--- src/atta_pkg.sv ---
// types, constants and helpers shared by the adaptive tick time accumulator
// no dependencies
package atta_pkg;

  localparam int unsigned US_PER_MS = 1000;
  localparam int unsigned DIV_STEPS = 25;
  localparam int unsigned STEP_W    = $clog2(DIV_STEPS);

  typedef struct packed {
    logic        cmd;
    logic [23:0] elapsed_us;
  } in_beat_t;

  typedef struct packed {
    logic [31:0] ms_in_frame;
    logic [31:0] total_ms;
    logic [23:0] us_per_interrupt;
    logic [31:0] frame_ms;
  } out_beat_t;

  typedef enum logic [1:0] {
    S_IDLE,
    S_DIV,
    S_FIN,
    S_EMIT
  } state_t;

  localparam logic CMD_TICK  = 1'b0;
  localparam logic CMD_FRAME = 1'b1;

  localparam logic REG_PERIOD_VALUE = 1'b0;
  localparam logic REG_PERIOD_IN_MS = 1'b1;

  // nominal period in microseconds
  function automatic logic [23:0] nominal_us(input logic [9:0] value, input logic in_ms);
    logic [19:0] scaled;
    scaled = 20'(value) * 20'(US_PER_MS);
    return in_ms ? 24'(scaled) : 24'(value);
  endfunction

endpackage

--- src/adaptive_tick_time_accumulator.sv ---
// top level of the adaptive tick time accumulator: bit-serial divider and state
// depends on atta_pkg
// a tick beat is divided step by step in S_DIV, then passes S_FIN and S_EMIT; a frame beat with
// interrupts seen does the same; one with none skips the division and goes to S_FIN
// one item at a time: in_stall stays high until the result has left S_EMIT
// reset: counts and totals clear, period is 1 ms, estimate 1000 us per interrupt
module adaptive_tick_time_accumulator
  import atta_pkg::*;
(
  input  logic      clk,
  input  logic      rst,
  input  logic      in_valid,
  output logic      in_stall,
  input  in_beat_t  in_data,
  output logic      out_valid,
  input  logic      out_stall,
  output out_beat_t out_data,
  input  logic      cfg_write,
  input  logic      cfg_index,
  input  logic [9:0] cfg_data
);

  state_t state, state_next;

  logic [9:0]  period_value;
  logic        period_in_ms;
  logic [9:0]  acc;
  logic [31:0] frame_cnt;
  logic [31:0] total_cnt;
  logic [15:0] irq_cnt;
  logic [23:0] est;
  logic [31:0] finished;
  logic        cmd_r;

  // divider registers
  logic [15:0]       divisor;
  logic [15:0]       rem;
  logic [24:0]       quo;
  logic [STEP_W-1:0] step;

  logic [16:0] trial;
  logic        q_bit;
  logic        in_accept;
  logic        out_free;
  logic        skip_div;

  assign in_accept = in_valid && !in_stall;
  assign out_free  = !out_valid || !out_stall;
  assign skip_div  = (in_data.cmd == CMD_FRAME) && (irq_cnt == 16'd0);

  // one restoring step
  always_comb begin
    trial = {rem, quo[24]};
    q_bit = (trial >= {1'b0, divisor});
  end

  // next state
  always_comb begin
    state_next = state;
    unique case (state)
      S_IDLE: if (in_accept) state_next = skip_div ? S_FIN : S_DIV;
      S_DIV:  if (step == STEP_W'(DIV_STEPS - 1)) state_next = S_FIN;
      S_FIN:  state_next = S_EMIT;
      S_EMIT: if (out_free) state_next = S_IDLE;
      default: state_next = S_IDLE;
    endcase
  end

  // handshake outputs
  always_comb begin
    in_stall = (state != S_IDLE);
  end

  always_ff @(posedge clk) begin
    if (rst) begin
      state <= S_IDLE;
    end else begin
      state <= state_next;
    end
  end

  // timekeeping state and configuration
  always_ff @(posedge clk) begin
    if (rst) begin
      period_value <= 10'd1;
      period_in_ms <= 1'b1;
      acc          <= '0;
      frame_cnt    <= '0;
      total_cnt    <= '0;
      irq_cnt      <= '0;
      est          <= nominal_us(10'd1, 1'b1);
    end else begin
      if (in_accept) begin
        if (in_data.cmd == CMD_TICK) begin
          if (irq_cnt != 16'hFFFF) irq_cnt <= irq_cnt + 16'd1;
        end else begin
          frame_cnt <= '0;
          acc       <= '0;
          total_cnt <= total_cnt + frame_cnt;
          irq_cnt   <= '0;
          if (irq_cnt == 16'd0) est <= nominal_us(period_value, period_in_ms);
        end
      end
      // fold in the quotient and remainder
      if (state == S_FIN && !(cmd_r == CMD_FRAME && divisor == 16'd0)) begin
        if (cmd_r == CMD_TICK) begin
          frame_cnt <= frame_cnt + 32'(quo);
          acc       <= rem[9:0];
        end else begin
          est <= quo[23:0];
        end
      end
      if (cfg_write) begin
        unique case (cfg_index)
          REG_PERIOD_VALUE: begin
            period_value <= cfg_data;
            est          <= nominal_us(cfg_data, period_in_ms);
          end
          REG_PERIOD_IN_MS: begin
            period_in_ms <= cfg_data[0];
            est          <= nominal_us(period_value, cfg_data[0]);
          end
          default: ;
        endcase
      end
    end
  end

  // serial divider, dividend shifts out msb first as quotient shifts in
  always_ff @(posedge clk) begin
    if (in_accept) begin
      cmd_r    <= in_data.cmd;
      finished <= frame_cnt;
      rem      <= '0;
      step     <= '0;
      if (in_data.cmd == CMD_TICK) begin
        quo     <= 25'(acc) + 25'(est);
        divisor <= 16'(US_PER_MS);
      end else begin
        quo     <= 25'(in_data.elapsed_us);
        divisor <= irq_cnt;
      end
    end else if (state == S_DIV) begin
      rem  <= q_bit ? 16'(trial - {1'b0, divisor}) : trial[15:0];
      quo  <= {quo[23:0], q_bit};
      step <= step + STEP_W'(1);
    end
  end

  // output register
  always_ff @(posedge clk) begin
    if (rst) begin
      out_valid <= 1'b0;
    end else if (state == S_EMIT && out_free) begin
      out_valid <= 1'b1;
    end else if (!out_stall) begin
      out_valid <= 1'b0;
    end
  end

  always_ff @(posedge clk) begin
    if (state == S_EMIT && out_free) begin
      out_data.ms_in_frame      <= frame_cnt;
      out_data.total_ms         <= total_cnt;
      out_data.us_per_interrupt <= est;
      out_data.frame_ms         <= (cmd_r == CMD_FRAME) ? finished : 32'd0;
    end
  end

  // checks
  a_acc_below_ms: assert property (@(posedge clk) disable iff (rst)
    acc < 10'(US_PER_MS))
    else $error("sub-millisecond accumulator out of range");

  a_irq_saturates: assert property (@(posedge clk) disable iff (rst)
    (in_accept && in_data.cmd == CMD_TICK && irq_cnt == 16'hFFFF) |=> irq_cnt == 16'hFFFF)
    else $error("interrupt counter wrapped");

  a_frame_clears: assert property (@(posedge clk) disable iff (rst)
    (in_accept && in_data.cmd == CMD_FRAME) |=> (frame_cnt == 32'd0 && acc == 10'd0))
    else $error("frame counts not cleared");

  a_out_from_emit: assert property (@(posedge clk) disable iff (rst)
    $rose(out_valid) |-> $past(state) == S_EMIT)
    else $error("result appeared outside emit");

  a_step_range: assert property (@(posedge clk) disable iff (rst)
    (state == S_DIV) |-> step < STEP_W'(DIV_STEPS))
    else $error("divider step out of range");

endmodule
--- config.mk ---
export PLATFORM = sky130hd
export DESIGN_NAME = adaptive_tick_time_accumulator
export DESIGN_NICKNAME = d
export VERILOG_FILES = /design/src/atta_pkg.sv /design/src/adaptive_tick_time_accumulator.sv
export SDC_FILE = /design/constraint.sdc
export NUM_CORES = 1
export LEC_CHECK = 0
export ABC_AREA = 1
export BUFFER_PORTS_ARGS = -buffer_cell sky130_fd_sc_hd__buf_2
export CAP_MARGIN = 40
export CORE_MARGIN = 2
export CORE_UTILIZATION = 65
export CTS_CLUSTER_SIZE = 25
export DETAILED_ROUTE_END_ITERATION = 10
export PLACE_DENSITY = 0.85
export SYNTH_ARGS = -nofsm -noshare
export SYNTH_HDL_FRONTEND = slang
export SYNTH_SLANG_ARGS = --single-unit
export TNS_END_PERCENT = 50
--- constraint.sdc ---
create_clock -name clk -period 11.15 [get_ports clk]
set_clock_uncertainty 0.1 [all_clocks]
set_input_delay 1.6725 -clock clk [delete_from_list [all_inputs] [get_ports clk]]
set_output_delay 1.6725 -clock clk [all_outputs]
set_load 0.02 [all_outputs]
Word-level counts from Yosys, hierarchy flattened
Index checks and enable logic that the tools add are counted.
- flip-flop bits (word level): 343
- input bits: 41
- output and inout port bits: 122
- word-level logic and storage cells: 90
- add/subtract/negate cells: 6
- magnitude comparators: 1
- multipliers: 2
- reductions and logical operators: 21
- bitwise gates (word level): 1
- eq/ne operators: 9
- mux-type cells: 31
- operators with widths (cell ; number):
    24-bit 2-to-1 mux ; 6
    32-bit 2-to-1 mux ; 4
    25-bit 2-to-1 mux ; 3
    20-bit 2-to-1 mux ; 3
    16-bit 2-to-1 mux ; 3
    24-bit one-hot mux with 2 select lines ; 1
    10-bit 2-to-1 mux ; 4
    10-bit by 7-bit multiplier with 17-bit output (second input constant) ; 2
    32-bit by 25-bit adder with 32-bit output ; 1
    32-bit adder ; 1
    16-bit zero test ; 2
    10-bit by 24-bit adder with 25-bit output ; 1
    17-bit by 16-bit >= comparator with 1-bit output ; 1
    16-bit by 1-bit adder with 16-bit output (second input constant) ; 1
    16-bit inequality test (second input constant) ; 1
    16-bit subtractor ; 1
    2-bit 2-to-1 mux ; 4
    2-bit one-hot mux with 4 select lines ; 1
    2-bit AND reduction ; 4
    2-bit inequality test (second input constant) ; 3
    2-bit nonzero test ; 3
    5-bit by 1-bit adder with 5-bit output (second input constant) ; 1
    5-bit == test (second input constant) ; 1
    1-bit logical AND ; 5
    other kinds (9) ; 14

Depth between registers and ports, before layout
- depth in word-level cells: 8
- mapped depth: 21
- mapped depth without buffers: 21

Least setup slack after synthesis
Ideal clock, no wire load.
- path type: in2reg
- start point: input out_stall
- end point: register out_data[0] in the netlist's numbering, enable pin
- path buffers: 0
- arrival: 6844 ps
- stages: 3
- path slack: 3602 ps
- cell sequence: nand2_1 > inv_1 > nor2_1
- longest elaborated chain between the ends: 3
- RTL lines (element ; line ; RTL):
    from (decl) ; adaptive_tick_time_accumulator.sv:16 ; input logic out_stall,
    1-bit zero test ; - ;
    1-bit logical OR ; adaptive_tick_time_accumulator.sv:48 ; assign out_free = !out_valid || !out_stall;
    1-bit logical AND ; adaptive_tick_time_accumulator.sv:162 ; if (state == S_EMIT && out_free) begin
    to (decl) ; adaptive_tick_time_accumulator.sv:17 ; output out_beat_t out_data,
No other way between the ends.
A chain may end at the register's enable or synchronous reset.

Worst setup path after layout
- start point: input cfg_data[0]
- end point: register est[15]
- longest elaborated chain between the ends: 4
- elaborated cells on any way between the ends: 5
- classes of those cells: mul (1); mux (4)
- RTL lines (element ; line ; RTL):
    from (decl) ; adaptive_tick_time_accumulator.sv:20 ; input logic [9:0] cfg_data
    10-bit by 7-bit multiplier with 17-bit output ; atta_pkg.sv:37 ; scaled = 20'(value) * 20'(US_PER_MS);
    20-bit 2-to-1 mux ; atta_pkg.sv:38 ; return in_ms ? 24'(scaled) : 24'(value);
    24-bit one-hot mux with 2 select lines * ; adaptive_tick_time_accumulator.sv:114 ; unique case (cfg_index)
    24-bit 2-to-1 mux * ; adaptive_tick_time_accumulator.sv:113 ; if (cfg_write) begin
    to (signal assigned) ; adaptive_tick_time_accumulator.sv:110 ; est <= quo[23:0];
    to (signal assigned) ; adaptive_tick_time_accumulator.sv:117 ; est <= nominal_us(cfg_data, period_in_ms);
    to (signal assigned) ; adaptive_tick_time_accumulator.sv:121 ; est <= nominal_us(period_value, cfg_data[0]);
    to (decl) ; adaptive_tick_time_accumulator.sv:31 ; logic [23:0] est;
Every way passes the cells marked *; elsewhere a longest branch is shown, timed or not. The select of a mux whose other input is x is not followed.

==> results.toml <==
[routing]
num_vias = 20228
drcViolationCount = 0
drt-initial-drc-count = 1919
firstDrtPassIters = 8
vias_per_cell = 5.972
drt-total-wl_um = 65980
routedWlPerCell_um = 19.48
ant_nets = 0

[clock_tree]
clk_latency_ps = 550
tritoncts = "yes"
cts_hold_buf = 0
cts_sinks = 343
clk_pin_slew_ps = 70
htree_levels = 2
numCtsBuffers = 37
clockBufferDepth = 3
ctsResizeCount = 0
clockRootBuffer = "clkbuf_16"
cts_setup_buffers = 0

[floorplan]
io_pins = 163
coreArea_mm2 = 0.03370
die-area_mm2 = 0.03590
die_w_um = 189.5
die-height_um = 189.5
start_util_pct = 66.36
num_rows = 67

[yosys]
ys_seq_elements = 343
ys_seq_area_share_pct = 39.39
synthTopCellsByArea = "edfxtp_1 26%, dfxtp_1 13%, nand2_1 11%"
yosys.area.top_type = "edfxtp_1"
synth.most_common_cell = "nand2_1"
synthCells = 2751
synth.cell_area_mm2 = 0.02236
synth_cell_types = 55
synth_common_cells = "631 x nand2_1, 396 x inv_1, 204 x nand3_1"
yosys_warnings = 0
synth.avg_cell_area_um2 = 8.129
synth_edf_count = 194
synth_top_cell_area_share_pct = 26.05
synthArstFlopShare_pct = 0
synthFlopType = "edfxtp_1"
syn_nets = 3028

[flow_run]
max-cap-violations = 0

[sta]
hold_viol = 0
slew_headroom_pct = 39.13
timing.fmax_mhz = 199.2
slew_violations = 0
rsz0062_at_grt = "false"
tightest_slew_ps = 910.8
finalSetupTns_ps = 0
setup_violations = 0
timing.hold.ws_ps = 357.2
finalCritPeriodShare_pct = 45.02
min_period_ps = 5020

[place]
port_buffers = 162
finalWeightedCongestion = 1.002
dp_hpwl_um = 50340
postPlaceCellArea_mm2 = 0.02365

[grt]
grt_pass1_vias = 19537
grt_overflow_total = 0
antenna_found_initial = 0
grt_use_total_pct = 36.86
grt_pass1_wl_um = 103200
grt_max_degree = 66

[setup_path]
cp_max_fo = 11
worstSetupEndpointType = "register"
arrival_ps = 5370
critPathKind = "primary input to register"
cp.required_ps = 11500
cp-start-kind = "primary input"

[power_and_ir_drop]
power_leakage_uw = 0.01176
peakVddDrop_v = 0.0001783
cellPowerDensity_mw_per_mm2 = 227.7

[layout]
nNetsFinal = 3187
areaGrowthSynthToFinish_pct = 11.32
stdcell_area_mm2 = 0.02489
drive_above_1_share_pct = 10.00
diodes = 0

[status]
outcome = "complete, no violations"

[hold_path]
hold_class = "register to register"
## cell families (layout without fill, tap and decap cells)
group / after synthesis / count (layout) / synth area share, %
compound gates: 498 / 498 / 12.98
simple gates: 1148 / 1148 / 21.97
fa+ha+maj: 236 / 236 / 15.32
xor+xnor: 54 / 54 / 2.115
flops: 343 / 343 / 39.39
buf+inv: 472 / 660 / 8.230
## metrics by stage
step	total power, uW	util (%)	setup WS, ps	std cells
floorplan	3657	-	3602	2751
global placement	4261	69.89	5610	3313
detailed placement	4347	70.17	5588	3319
CTS	5619	73.87	6148	3387
global route	6016	73.87	5892	3387
finish	5669	73.87	6130	3387
## layout by cell type (no fill, tap or decap), drive strengths merged, types with 5 or more instances in the layout
cell type	count
clkbuf	53
nand4	42
dfxtp	149
edfxtp	194
nand3	207
a21o	15
nor4	8
o21ai	179
nand2	639
nand3b	13
a22oi	16
buf	183
xor2	40
a211oi	10
nor3	37
o211ai	17
a21boi	5
fa	63
o21a	23
xnor2	14
clkinv	12
o21bai	25
ha	173
a21oi	184
nor2	196
o22ai	6
inv	409
## where the power goes
| part | total [uW] | switching [uW] | internal [uW] |
|---|---|---|---|
| sequential | 1950 | 283 | 1670 |
| clock | 1260 | 519 | 745 |
| combinational | 2450 | 1620 | 825 |
## worst max-delay path, stage by stage
cell and delay, ps:
buf_2 190, fa_1 580, inv_1 60, fa_1 470, fa_1 520, inv_1 50, fa_1 450, ha_1 360
nand2_1 100, nor2_1 150, nand2_1 70, nand3_1 100, a21oi_1 90, or2_2 270, nand3_1 70, nand3_1 70
nand2_1 70, inv_1 40
## flip-flops by register name, indices dropped and copies added, names as in the netlist
signal        flops
step              5
finished         32
frame_cnt        32
est              24
period_in_ms      1
divisor          16
irq_cnt          16
state             2
out_valid         1
acc              10
quo              25
period_value     10
total_cnt        32
out_data        120
rem              16
cmd_r             1
## worst paths after layout
kind / startpoint / to / slack [ps] / depth (start not counted)
max: cfg_data[0] / est[15]$_SDFF_PP0_ / 6130 / 18
min: total_cnt[16]$_SDFFE_PP0P_ / out_data[72]$_DFFE_PP_ / 360 / 0
max reg2reg: period_value[2]$_SDFFE_PP0P_ / est[13]$_SDFF_PP0_ / 6380 / 17
min reg2reg: total_cnt[16]$_SDFFE_PP0P_ / out_data[72]$_DFFE_PP_ / 360 / 0
## metal layers
| metal | up-vias | GRT usage [%] | wire length [um] |
|---|---|---|---|
| li1 | 9525 | - | - |
| met5 | - | 0 | 0 |
| met2 | 1052 | 61.20 | 30510 |
| met3 | 263 | 5.116 | 5799 |
| met4 | 0 | 20.13 | 4110 |
| met1 | 9388 | 46.79 | 25560 |
## final cells by class
cell class | instances | area [um^2]
tap | 448 | 560.5
sequential | 343 | 8808
clock buffer | 53 | 1070
inverter | 409 | 1535
clock inverter | 15 | 177.7
multi-input combinational | 1936 | 11730
fill | 2618 | 8806
timing repair buffer | 183 | 1016
No activity file was read; power rests on OpenSTA's default activity.
